==> src/hdl/tbcd_pkg.sv <==
// Shared types and constants for the TBCD user-to-user number decoder.
package tbcd_pkg;

  typedef enum logic [3:0] {
    PH_P0    = 4'd0,
    PH_P1    = 4'd1,
    PH_REC   = 4'd2,
    PH_SKIP  = 4'd3,
    PH_VAL   = 4'd4,
    PH_WAIT  = 4'd5,
    PH_P04   = 4'd6,
    PH_REJ   = 4'd7,
    PH_DRAIN = 4'd8
  } phase_e;

  typedef enum logic [1:0] {
    ST_TAG   = 2'd0,
    ST_P04   = 2'd1,
    ST_NONE  = 2'd2,
    ST_SHORT = 2'd3
  } status_e;

  localparam logic [7:0] CH_ZERO   = 8'h30;  // '0'
  localparam logic [7:0] CH_FOUR   = 8'h34;  // '4'
  localparam logic [7:0] CH_FILLER = 8'h46;  // 'F'
  localparam logic [7:0] CH_TERM   = 8'h3B;  // ';'
  localparam logic [7:0] TAG_RESET = 8'h05;

  localparam int unsigned QDepth = 4;
  localparam int unsigned QPtrW  = $clog2(QDepth);
  localparam int unsigned QCntW  = $clog2(QDepth + 1);

  typedef struct packed {
    logic [7:0] out_char;
    logic       char_valid;
    logic       done_res;
    logic [1:0] status;
  } result_t;

  // up to two results produced by one character
  typedef struct packed {
    logic [1:0] n;
    result_t    r0;
    result_t    r1;
  } push_t;

endpackage

==> src/hdl/tbcd_core.sv <==
// Input register, header parser state and per-character result generation.
module tbcd_core (
  input  logic             clk_i,
  input  logic             rst_ni,
  input  logic             cfg_we_i,
  input  logic [7:0]       cfg_wdata_i,
  input  logic             in_valid_i,
  output logic             in_ready_o,
  input  logic [7:0]       in_ch_i,
  input  logic             in_last_i,
  input  logic             room_i,
  output tbcd_pkg::push_t  push_o
);
  import tbcd_pkg::*;

  function automatic logic [4:0] hex_val(input logic [7:0] c);
    logic [4:0] r;
    r = 5'd0;
    if (c >= 8'h30 && c <= 8'h39)      r = {1'b1, 4'(c - 8'h30)};
    else if (c >= 8'h41 && c <= 8'h46) r = {1'b1, 4'(c - 8'h41 + 8'd10)};
    else if (c >= 8'h61 && c <= 8'h66) r = {1'b1, 4'(c - 8'h61 + 8'd10)};
    return r;
  endfunction

  logic       vld_q;
  logic [7:0] ch_q;
  logic       last_q;
  logic       consume;
  logic [7:0] target_q;

  phase_e     phase_q, phase_d;
  logic [1:0] pos_q, pos_d;
  logic [7:0] tag_hi_q, tag_hi_d;
  logic       match_q, match_d;
  logic [7:0] len_q, len_d;
  logic [8:0] left_q, left_d, left_dec;
  logic [7:0] held_q, held_d;
  logic       odd_q, odd_d;
  logic       found_q, found_d;

  logic       term;
  logic [4:0] hv_c, hv_hi;
  push_t      push;
  logic [1:0] st;

  assign consume    = vld_q && room_i;
  assign in_ready_o = !vld_q || consume;

  always_ff @(posedge clk_i or negedge rst_ni) begin
    if (!rst_ni) begin
      vld_q <= 1'b0;
    end else if (in_valid_i && in_ready_o) begin
      vld_q <= 1'b1;
    end else if (consume) begin
      vld_q <= 1'b0;
    end
  end

  always_ff @(posedge clk_i) begin
    if (in_valid_i && in_ready_o) begin
      ch_q   <= in_ch_i;
      last_q <= in_last_i;
    end
  end

  always_ff @(posedge clk_i or negedge rst_ni) begin
    if (!rst_ni) begin
      target_q <= TAG_RESET;
    end else if (cfg_we_i) begin
      target_q <= cfg_wdata_i;
    end
  end

  assign term     = (ch_q == CH_TERM);
  assign hv_c     = hex_val(ch_q);
  assign hv_hi    = hex_val(tag_hi_q);
  assign left_dec = left_q - 9'd1;

  always_comb begin
    phase_d  = phase_q;
    pos_d    = pos_q;
    tag_hi_d = tag_hi_q;
    match_d  = match_q;
    len_d    = len_q;
    left_d   = left_q;
    held_d   = held_q;
    odd_d    = odd_q;
    found_d  = found_q;
    push     = '0;
    st       = ST_NONE;

    if (consume) begin
      if (phase_q == PH_DRAIN) begin
        if (last_q) begin
          phase_d  = PH_P0;
          pos_d    = '0;
          tag_hi_d = '0;
          match_d  = 1'b0;
          len_d    = '0;
          left_d   = '0;
          held_d   = '0;
          odd_d    = 1'b0;
          found_d  = 1'b0;
        end
      end else begin
        if (!term) begin
          case (phase_q)
            PH_P0: begin
              phase_d = (ch_q == CH_ZERO) ? PH_P1 : PH_REJ;
            end
            PH_P1: begin
              if (ch_q == CH_ZERO) begin
                phase_d = PH_REC;
                pos_d   = 2'd0;
              end else if (ch_q == CH_FOUR) begin
                phase_d = PH_P04;
                odd_d   = 1'b0;
              end else begin
                phase_d = PH_REJ;
              end
            end
            PH_REC: begin
              case (pos_q)
                2'd0: begin
                  tag_hi_d = ch_q;
                  pos_d    = 2'd1;
                end
                2'd1: begin
                  match_d = hv_hi[4] && hv_c[4] && (hv_hi[3:0] == target_q[7:4])
                            && (hv_c[3:0] == target_q[3:0]);
                  pos_d   = 2'd2;
                end
                2'd2: begin
                  len_d = {hv_c[4] ? hv_c[3:0] : 4'd0, 4'd0};
                  pos_d = 2'd3;
                end
                default: begin
                  len_d  = {len_q[7:4], hv_c[4] ? hv_c[3:0] : 4'd0};
                  left_d = {len_d, 1'b0};
                  pos_d  = 2'd0;
                  if (match_q) begin
                    odd_d   = 1'b0;
                    phase_d = (left_d == '0) ? PH_WAIT : PH_VAL;
                  end else if (left_d != '0) begin
                    phase_d = PH_SKIP;
                  end
                end
              endcase
            end
            PH_SKIP: begin
              left_d = left_dec;
              if (left_dec == '0) begin
                phase_d = PH_REC;
                pos_d   = 2'd0;
              end
            end
            PH_VAL: begin
              left_d = left_dec;
              if (!odd_q) begin
                held_d = ch_q;
                odd_d  = 1'b1;
              end else begin
                odd_d                = 1'b0;
                push.n               = 2'd1;
                push.r0.out_char     = ch_q;
                push.r0.char_valid   = 1'b1;
                push.r1.out_char     = held_q;
                push.r1.char_valid   = 1'b1;
                if (left_dec == '0) begin
                  // trailing filler digit is dropped
                  if (held_q != CH_FILLER) push.n = 2'd2;
                  found_d = 1'b1;
                  phase_d = PH_WAIT;
                end else begin
                  push.n = 2'd2;
                end
              end
            end
            PH_P04: begin
              if (!odd_q) begin
                odd_d = 1'b1;
              end else begin
                odd_d              = 1'b0;
                push.n             = 2'd1;
                push.r0.out_char   = ch_q;
                push.r0.char_valid = 1'b1;
                found_d            = 1'b1;
              end
            end
            default: begin
            end
          endcase
        end

        if (term || last_q) begin
          case (phase_d)
            PH_VAL:  st = ST_SHORT;
            PH_WAIT: st = found_d ? ST_TAG : ST_NONE;
            PH_P04:  st = found_d ? ST_P04 : ST_NONE;
            default: st = ST_NONE;
          endcase
          if (push.n == 2'd0) begin
            push.n  = 2'd1;
            push.r0 = '0;
          end
          if (push.n == 2'd2) begin
            push.r1.done_res = 1'b1;
            push.r1.status   = st;
          end else begin
            push.r0.done_res = 1'b1;
            push.r0.status   = st;
          end
          phase_d  = (term && !last_q) ? PH_DRAIN : PH_P0;
          pos_d    = '0;
          tag_hi_d = '0;
          match_d  = 1'b0;
          len_d    = '0;
          left_d   = '0;
          held_d   = '0;
          odd_d    = 1'b0;
          found_d  = 1'b0;
        end
      end
    end
  end

  always_ff @(posedge clk_i or negedge rst_ni) begin
    if (!rst_ni) begin
      phase_q  <= PH_P0;
      pos_q    <= '0;
      tag_hi_q <= '0;
      match_q  <= 1'b0;
      len_q    <= '0;
      left_q   <= '0;
      held_q   <= '0;
      odd_q    <= 1'b0;
      found_q  <= 1'b0;
    end else begin
      phase_q  <= phase_d;
      pos_q    <= pos_d;
      tag_hi_q <= tag_hi_d;
      match_q  <= match_d;
      len_q    <= len_d;
      left_q   <= left_d;
      held_q   <= held_d;
      odd_q    <= odd_d;
      found_q  <= found_d;
    end
  end

  assign push_o = push;

  // a result without a character only ever carries the final status
  a_empty_is_final: assert property (@(posedge clk_i) disable iff (!rst_ni)
    (push.n != 2'd0 && !push.r0.char_valid) |-> push.r0.done_res)
    else $error("result without character is not final");

  // once a status goes out the parser restarts or drains
  a_restart_after_done: assert property (@(posedge clk_i) disable iff (!rst_ni)
    (push.n != 2'd0 && (push.r0.done_res || push.r1.done_res))
    |=> (phase_q == PH_P0 || phase_q == PH_DRAIN))
    else $error("parser not restarted after final status");

  a_no_push_stalled: assert property (@(posedge clk_i) disable iff (!rst_ni)
    !consume |-> push.n == 2'd0)
    else $error("results pushed without consuming a character");

endmodule

==> src/hdl/tbcd_outq.sv <==
// Small result queue: up to two results in per cycle, one out when ready.
module tbcd_outq (
  input  logic                clk_i,
  input  logic                rst_ni,
  input  tbcd_pkg::push_t     push_i,
  output logic                room_o,
  output logic                out_valid_o,
  input  logic                out_ready_i,
  output tbcd_pkg::result_t   out_o
);
  import tbcd_pkg::*;

  result_t          mem [QDepth];
  logic [QPtrW-1:0] wptr_q, wptr_d, rptr_q, rptr_d;
  logic [QCntW-1:0] cnt_q, cnt_d;
  logic             pop;

  assign pop         = out_valid_o && out_ready_i;
  assign out_valid_o = (cnt_q != '0);
  assign out_o       = mem[rptr_q];
  // two free slots needed before the next character is decoded
  assign room_o      = (cnt_q <= QCntW'(QDepth - 2));

  assign wptr_d = wptr_q + QPtrW'(push_i.n);
  assign rptr_d = rptr_q + QPtrW'(pop);
  assign cnt_d  = cnt_q + QCntW'(push_i.n) - QCntW'(pop);

  always_ff @(posedge clk_i or negedge rst_ni) begin
    if (!rst_ni) begin
      wptr_q <= '0;
      rptr_q <= '0;
      cnt_q  <= '0;
    end else begin
      wptr_q <= wptr_d;
      rptr_q <= rptr_d;
      cnt_q  <= cnt_d;
    end
  end

  always_ff @(posedge clk_i) begin
    if (push_i.n != 2'd0) mem[wptr_q] <= push_i.r0;
    if (push_i.n == 2'd2) mem[wptr_q + QPtrW'(1)] <= push_i.r1;
  end

  a_cnt_bound: assert property (@(posedge clk_i) disable iff (!rst_ni)
    cnt_q <= QCntW'(QDepth))
    else $error("result queue overflow");

  a_push_needs_room: assert property (@(posedge clk_i) disable iff (!rst_ni)
    (push_i.n != 2'd0) |-> (cnt_q + QCntW'(push_i.n) <= QCntW'(QDepth)))
    else $error("push into full result queue");

endmodule

==> src/hdl/uui_number_tbcd_decoder_unit.sv <==
// Top level of the TBCD user-to-user number decoder.
// Takes one header character per cycle on the slave stream unless stalled, and
// produces results on the master stream through its input register and queue.
// A character yields zero, one or two results; the 4-entry result queue drains
// one per cycle while m_axis_tready is high, so input stalls only while the
// queue has fewer than two free slots (runs of swapped digit pairs then settle
// at one character per cycle on average). The final result of a header has
// tlast set and carries the status in tuser; decoded digits are kept by the
// consumer only if that status is 0 or 1. target_tag resets to 5; the user
// writes it via cfg_we_i/cfg_wdata_i only while idle, which is not enforced.
module uui_number_tbcd_decoder_unit (
  input  logic       clk_i,
  input  logic       rst_ni,
  input  logic       cfg_we_i,
  input  logic [7:0] cfg_wdata_i,    // target_tag
  input  logic       s_axis_tvalid,
  output logic       s_axis_tready,
  input  logic [7:0] s_axis_tdata,   // [7:0] ch
  input  logic       s_axis_tlast,   // last
  output logic       m_axis_tvalid,
  input  logic       m_axis_tready,
  output logic [7:0] m_axis_tdata,   // [7:0] out_char
  output logic [2:0] m_axis_tuser,   // [0] char_valid, [2:1] status
  output logic       m_axis_tlast    // done_res
);
  import tbcd_pkg::*;

  push_t   push;
  logic    room;
  result_t res;

  tbcd_core u_core (
    .clk_i       (clk_i),
    .rst_ni      (rst_ni),
    .cfg_we_i    (cfg_we_i),
    .cfg_wdata_i (cfg_wdata_i),
    .in_valid_i  (s_axis_tvalid),
    .in_ready_o  (s_axis_tready),
    .in_ch_i     (s_axis_tdata),
    .in_last_i   (s_axis_tlast),
    .room_i      (room),
    .push_o      (push)
  );

  tbcd_outq u_outq (
    .clk_i       (clk_i),
    .rst_ni      (rst_ni),
    .push_i      (push),
    .room_o      (room),
    .out_valid_o (m_axis_tvalid),
    .out_ready_i (m_axis_tready),
    .out_o       (res)
  );

  assign m_axis_tdata = res.out_char;
  assign m_axis_tuser = {res.status, res.char_valid};
  assign m_axis_tlast = res.done_res;

endmodule
==> config.mk <==
export PLATFORM = sky130hd
export DESIGN_NAME = uui_number_tbcd_decoder_unit
export DESIGN_NICKNAME = d
export VERILOG_FILES = /design/src/hdl/tbcd_pkg.sv /design/src/hdl/tbcd_core.sv /design/src/hdl/tbcd_outq.sv /design/src/hdl/uui_number_tbcd_decoder_unit.sv
export SDC_FILE = /design/constraint.sdc
export NUM_CORES = 1
export LEC_CHECK = 0
export BUFFER_PORTS_ARGS = -buffer_cell sky130_fd_sc_hd__buf_4
export CAP_MARGIN = 10
export CORE_MARGIN = 2
export CORE_UTILIZATION = 30
export CTS_CLUSTER_DIAMETER = 150
export DETAILED_ROUTE_END_ITERATION = 16
export GPL_TIMING_DRIVEN = 0
export HOLD_SLACK_MARGIN = 0.08
export PLACE_DENSITY = 0.53
export SYNTH_ARGS = -nofsm -noshare
export SYNTH_HDL_FRONTEND = slang
export SYNTH_SLANG_ARGS = --single-unit
export TNS_END_PERCENT = 30
==> constraint.sdc <==
create_clock -name clk_i -period 3.9 [get_ports clk_i]
set_input_delay 0.78 -clock clk_i [delete_from_list [all_inputs] [get_ports clk_i]]
set_output_delay 0.78 -clock clk_i [all_outputs]
set_load 0.05 [all_outputs]
==> out/results.ini, run 1 <==
[clocking]
postCtsHoldBufs = 0
clock_latency_ns = 0.36
clock-sinks = 111
clkTransAtPathRegs_ns = 0.08
cts_buffers = 9
clock_path_buffers = 2
root_buffer = clkbuf_16
htree_levels = 3
cts_tree = built

[finish]
ff_latch_area_mm2 = 0.003065
n_antenna_cell = 0
drive_above_1_share_pct = 16.03
stdcell_count = 925
area_growth_syn_to_layout_pct = 14.69
num-fill-cells = 2066
multi_input_area_mm2 = 0.002913
fin_nets = 692

[power_and_ir_drop]
pwr-share-comb_pct = 47.6
p_leak_nw = 2.676
p_sw_mw = 2.264
power_frac_seq_pct = 35.1
switching_share_pct = 43.85
ir_drop_uv = 233.9
power_density_mw_per_mm2 = 721.0
fin_total_pwr_mw = 5.163
power.internal_mw = 2.899
p_clk_share_pct = 17.3

[route]
wl_per_cell_um = 16.83
firstDrtPassIters = 5
drtIter0Drc = 382
drt-vias-per-instance = 5.177
drc_errors = 0
vias = 4789
drt_wl_total_um = 15570
ant_nets = 0

[timing]
slew_headroom_pct = 41.91
fmax_mhz = 278.2
hold_viol = 0
setup_ws_ns = 0.3052
drv_slew = 0
finalClockSkew_ns = 0.01087
fin_hold_ws_ns = 0.4576
setup_viol = 0
min_period_over_period_pct = 92.18
rsz0062_at_grt = no
worst_pin_slew_ns = 0.8714
fin_crit_ns = 3.595

[synth]
yosysWarnings = 0
synth_edf_count = 57
postSynthCellCount = 602
syn_nets = 644
yosysMostFrequentCell = o21ai_0
synthArstFlopShare_pct = 48.65
synthTopCellsByArea = edfxtp_1 27%, dfrtp_1 21%, o21ai_0 5.5%
synth.top_cell.area_share_pct = 27.41
ys.flop_type = edfxtp_1
yosysSeqAreaShare_pct = 49.09
synth_commonest_cells = 69 x o21ai_0, 64 x nand2_1, 57 x edfxtp_1, 52 x dfrtp_1, 51 x nor2_1
synth_cell_types = 75
syn_area_per_cell_um2 = 10.37
netlist.top_cell.by_area = edfxtp_1
syn-cell-area_mm2 = 0.006245
ys_seq_elements = 111

[die]
die_x_um = 148.3
die_y_um = 148.3
core_mm2 = 0.02030
fp-row-count = 52
start_util_pct = 30.76
ioPinCount = 36
die-area_mm2 = 0.02199

[setup_path]
cpMaxStageDelayCell = nor2_2
setup.worst_path.end_class = register
worstSetupPathType = reg2reg
crit_path_max_incr_delay_ns = 0.60
cp-start-kind = register
cp.required_ns = 3.89
cp_cell_sequence = buf_2, inv_1, ha_1, or4b_1, nor4_1, a211oi_2, nor3_2, or3_1, and2_1, a21oi_1, nor2_2
path_max_fanout = 12
critPathBufInv = 2
cp_top_family = simple AND/OR/NAND/NOR gates
cp.arrival_ns = 3.58

[min_path]
hold_path.class = in2async

[placed_design]
pre_cts_slack_ns = -0.05818
dp_hpwl_um = 11690
gp_congestion = 0.8844
portBuffers = 34
place_inst = 909

[grt]
grt_pass1_vias = 4745
gr-total-overflow = 0
grt_pass1_wl_um = 25400
grt_usage_pct = 14.72
antenna_found_initial = 0
grt_start_max_net_pins = 55

[run_status]
outcome = complete, no violations

[run]
drv_cap = 0

## worst paths after layout
| path | from | end | slack [ns] | depth (start not counted) |
|---|---|---|---|---|
| max | u_core.left_q[0]$_DFFE_PN0P_ | u_outq.mem[1][5]$_DFFE_PP_ | 0.31 | 11 |
| min | rst_ni | u_outq.rptr_q[1]$_DFF_PN0_ | 0.46 | 1 |
| max reg2reg | u_core.left_q[0]$_DFFE_PN0P_ | u_outq.mem[1][5]$_DFFE_PP_ | 0.31 | 11 |
| min reg2reg | u_outq.cnt_q[2]$_DFF_PN0_ | u_outq.cnt_q[2]$_DFF_PN0_ | 0.49 | 1 |
| max in group asynchronous | rst_ni | u_core.found_q$_DFFE_PN0P_ | 2.92 | 1 |
| min in group clk_i | u_outq.cnt_q[2]$_DFF_PN0_ | u_outq.cnt_q[2]$_DFF_PN0_ | 0.49 | 1 |
## area by class of cell
cell class,instances,share of cell area [%]
sequential,111,42.80
multi-input combinational,435,40.67
tap,270,4.717
timing repair buffer,37,3.931
clock buffer,9,3.145
buffer,33,2.638
inverter,23,1.205
clock inverter,7,0.8910
## cells by family (layout without fill, tap and decap cells)
family	count (synthesis)	in the layout	share of synthesized area, %
simple gates	231	231	19.40
compound gates	146	146	14.33
flops	111	111	49.09
buf+inv	56	109	4.408
mux	26	26	6.973
fa+ha+maj	20	20	4.127
xor+xnor	12	12	1.683
## per-stage QoR
step	utilization, %	setup TNS [ns]	cell area, um^2
6_report	35.28	0	7162
3_3_place_gp	33.68	-0.5539	6838
3_5_place_dp	33.81	-0.6818	6864
2_1_floorplan	-	0	6245
5_1_grt	35.28	0	7162
4_1_cts	35.25	0	7156
## timing repair
action / 4_1_cts / 5_1_grt
buffers inserted: 0 / 0
gates cloned: 0 / 0
setup endpoints to repair: 12 / 6
hold endpoints to repair: 0 / 0
gates resized for setup: 1 / 1
pin swaps: 0 / 0
## worst reg2reg max path, stage by stage, from the launching register on
cell and delay (ns):
dfrtp_1 0.38, buf_2 0.17, inv_1 0.07, ha_1 0.29, or4b_1 0.55, nor4_1 0.27, a211oi_2 0.14, nor3_2 0.22
or3_1 0.22, and2_1 0.20, a21oi_1 0.11, nor2_2 0.60
## placed cells by master, fill, tap and decap left out, drive strengths merged, types with 3 or more instances in the layout
cell type	instances
o21ai	77
nand2	68
edfxtp	57
dfrtp	52
nor2	51
buf	51
nand3	40
clkbuf	28
inv	26
a21oi	21
ha	19
mux4	12
nor3	12
mux2	10
nor2b	9
a21o	9
xnor2	8
nand2b	7
o31ai	7
and2	6
nor4	6
nand4	5
and3	4
or3	4
xor2	4
nor3b	4
mux2i	4
o21a	3
a311oi	3
clkinv	3
## registers in the layout, summed over array words and instances, names as in the netlist, 3 cells and up
name,count
u_core.ch_q,8
u_core.target_q,8
u_outq.cnt_q,3
u_core.tag_hi_q,8
u_core.len_q,4
u_core.phase_q,4
u_core.left_q,9
u_outq.mem,48
u_core.held_q,8
## power groups by stage
stage,sequential [mW],clock (mW),combinational [mW]
6_report,1.81,0.896,2.46
5_1_grt,1.86,0.978,2.71
4_1_cts,1.81,0.934,2.47
3_5_place_dp,1.83,0,2.47
3_3_place_gp,1.82,0,2.41
2_1_floorplan,1.75,0,1.85
## metal layers
| metal | vias to the layer above | wire length, um | track usage, % |
|---|---|---|---|
| met5 | - | 0 | 0 |
| met4 | 0 | 229 | 3.857 |
| met3 | 15 | 865 | 3.466 |
| met2 | 149 | 7438 | 24.33 |
| met1 | 2325 | 7034 | 19.50 |
| li1 | 2300 | - | - |
No activity file was read; power rests on OpenSTA's default activity.
==> run 2: changes to the inputs <==
--- a/config.mk
+++ b/config.mk
@@ -13,7 +13,7 @@
 export DETAILED_ROUTE_END_ITERATION = 16
 export GPL_TIMING_DRIVEN = 0
 export HOLD_SLACK_MARGIN = 0.08
-export PLACE_DENSITY = 0.53
+export PLACE_DENSITY = 0.55
 export SYNTH_ARGS = -nofsm -noshare
 export SYNTH_HDL_FRONTEND = slang
 export SYNTH_SLANG_ARGS = --single-unit
==> run 2 against run 1 <==
  * Die area stayed put
  * Design area is 0.24% higher
  * Worst setup slack better by 0.15 ns
  * Clock power is 5.8% higher
  * Sequential share of layout area is 0.10 points lower
  * Non-clock buffer count stayed put
  * Highest routed layer unchanged
  * Count of clock-buffer cells in the layout is 1 higher
  * Sequential power hardly changed
  * Power is 1.2% higher
  * Clock skew is 0.0024 ns lower
  * Flip-flop and latch count stayed put
  * Critical endpoint is now u_outq.mem[3][0]$_DFFE_PP_
  * Hold slack better by 0.0081 ns
==> out/results.ini, run 2 (synthesis gave the netlist of run 1 again) <==
[setup_path]
critPathBufInv = 3
cpMaxStageDelayCell = or4b_1
cp.arrival_ns = 3.51
r2r-end = u_outq.mem[3][0]$_DFFE_PP_
timing.rr.start = u_core.left_q[0]$_DFFE_PN0P_
cp-startpoint = u_core.left_q[0]$_DFFE_PN0P_
cp.depth = 12
setup.worst_path.end_class = register
cp-endpoint = u_outq.mem[3][0]$_DFFE_PP_
path_max_fanout = 9
crit_path_max_incr_delay_ns = 0.54
cp-start-kind = register
r2r_slack_ns = 0.45
cp_top_family = simple AND/OR/NAND/NOR gates
reg2reg_depth = 12
cp_cell_sequence = buf_2, inv_1, ha_1, or4b_1, nor4_1, a211oi_2, nor3_2, or3_1, and2_1, a21oi_1, nor2_2, buf_4
cp.required_ns = 3.97
worstSetupPathType = reg2reg

[finish]
drive_above_1_share_pct = 16.03
largest_reg_flops = 48
fin_area_mm2 = 0.007179
layout_commonest_cell = o21ai_0
fin_nets = 692
n_antenna_cell = 0
regMostFlops = u_outq.mem
final_cell_mix = 67 x o21ai_0, 64 x nand2_1, 57 x edfxtp_1
area_growth_syn_to_layout_pct = 14.97
top_regs = u_outq.mem x48, u_core.left_q x9

[timing]
finalClockSkew_ns = 0.008465
drv_slew = 0
worst_pin_slew_ns = 0.8937
finalSetupTns_ns = 0
setup_viol = 0
setup_ws_ns = 0.4548
min_period_over_period_pct = 88.34
fin_crit_ns = 3.445
hold_viol = 0
fmax_mhz = 290.3
slew_headroom_pct = 40.42
rsz0062_at_grt = no

[power_and_ir_drop]
power_frac_seq_pct = 34.7
power_density_mw_per_mm2 = 727.9
p_sw_mw = 2.268
switching_share_pct = 43.39
p_leak_nw = 2.682
power.internal_mw = 2.958
pwr-share-comb_pct = 47.2
p_clk_share_pct = 18.1
ir_drop_uv = 220.3

[placed_design]
pre_cts_slack_ns = -0.05827
portBuffers = 34
placed_area_mm2 = 0.006864
gp_congestion = 0.9053
dp_hpwl_um = 11760

[route]
drt-vias-per-instance = 5.229
ant_nets = 0
drt_wl_total_um = 15700
wl_per_cell_um = 16.97
drtIter0Drc = 392
drc_errors = 0
firstDrtPassIters = 5
vias = 4837

[die]
die_x_um = 148.3
core_mm2 = 0.02030
fp-row-count = 52
die-area_mm2 = 0.02199
start_util_pct = 30.76
die_y_um = 148.3
ioPinCount = 36

[clocking]
clock_latency_ns = 0.36
cts_buffers = 9
cts_tree = built
clock-sinks = 111
root_buffer = clkbuf_16
clkTransAtPathRegs_ns = 0.07
clock_path_buffers = 2
htree_levels = 3

[grt]
grt_pass1_wl_um = 25610
grt_pass1_vias = 4780
met3_usage_pct = 3.006
met2_usage_pct = 24.40
grt_start_max_net_pins = 55
grt_usage_pct = 15.00
grt-busiest-layer = met2
antenna_found_initial = 0
grtUsageMet1_pct = 20.22
gr-total-overflow = 0

[min_path]
hold_path.class = in2async

[run]
drv_cap = 0

[run_status]
outcome = complete, no violations

==> run 2: routing by layer <==
layer | vias to the layer above | part of all wire (%)
li1 | 2294 | -
met1 | 2373 | 46
met2 | 155 | 47
met3 | 15 | 5.2
met4 | 0 | 1.4
met5 | - | 0
==> run 2: stage by stage <==
stage               hold slack (ns)  power (mW)  std cells  util [%]
floorplan                    0.4620       3.604        602         -
global placement             0.4822       4.233        906     33.68
detailed placement           0.4916       4.305        909     33.81
CTS                          0.4958       5.276        925     35.30
global route                 0.5295       5.594        925     35.37
finish                       0.4657       5.226        925     35.37
==> run 2: how the worst min path moves through the flow <==
stage / cells after the start / endpoint / startpoint
5_1_grt: 1 / u_outq.rptr_q[1]$_DFF_PN0_ / rst_ni
3_5_place_dp: 1 / u_outq.cnt_q[2]$_DFF_PN0_ / u_outq.cnt_q[2]$_DFF_PN0_
2_1_floorplan: 1 / u_outq.cnt_q[2]$_DFF_PN0_ / u_outq.cnt_q[2]$_DFF_PN0_
4_1_cts: 1 / u_outq.rptr_q[1]$_DFF_PN0_ / rst_ni
3_3_place_gp: 1 / u_outq.cnt_q[2]$_DFF_PN0_ / u_outq.cnt_q[2]$_DFF_PN0_
6_report: 1 / u_outq.rptr_q[1]$_DFF_PN0_ / rst_ni
==> run 2: worst register-to-register path: stages, from the launching register on <==
cell and delay, ns:
dfrtp_1 0.38, buf_2 0.17, inv_1 0.07, ha_1 0.27
or4b_1 0.54, nor4_1 0.27, a211oi_2 0.14, nor3_2 0.22
or3_1 0.20, and2_1 0.21, a21oi_1 0.14, nor2_2 0.28
buf_4 0.26
==> run 2: repair_timing <==
action / CTS / global route
setup endpoints to repair: 12 / 28
gates resized for setup: 1 / 3
endpoints found under the hold margin: 0 / 0
hold buffers: 0 / 0
buffers inserted: 0 / 0
==> run 2: area by class of cell <==
cell class / count / area [um^2]
sequential: 111 / 3065
timing repair buffer: 37 / 281.5
clock buffer: 10 / 229.0
fill: 2063 / 13120
multi-input combinational: 435 / 2920
inverter: 23 / 86.33
tap: 270 / 337.8
clock inverter: 6 / 70.07
buffer: 33 / 188.9
==> run 2: power groups by stage <==
stage          registers, mW  clock network, mW  logic (mW)
2_1_floorplan           1.75                  0        1.85
3_3_place_gp            1.83                  0        2.41
3_5_place_dp            1.84                  0        2.47
4_1_cts                 1.81              0.980        2.48
5_1_grt                 1.86               1.03        2.71
6_report                1.81              0.948        2.46
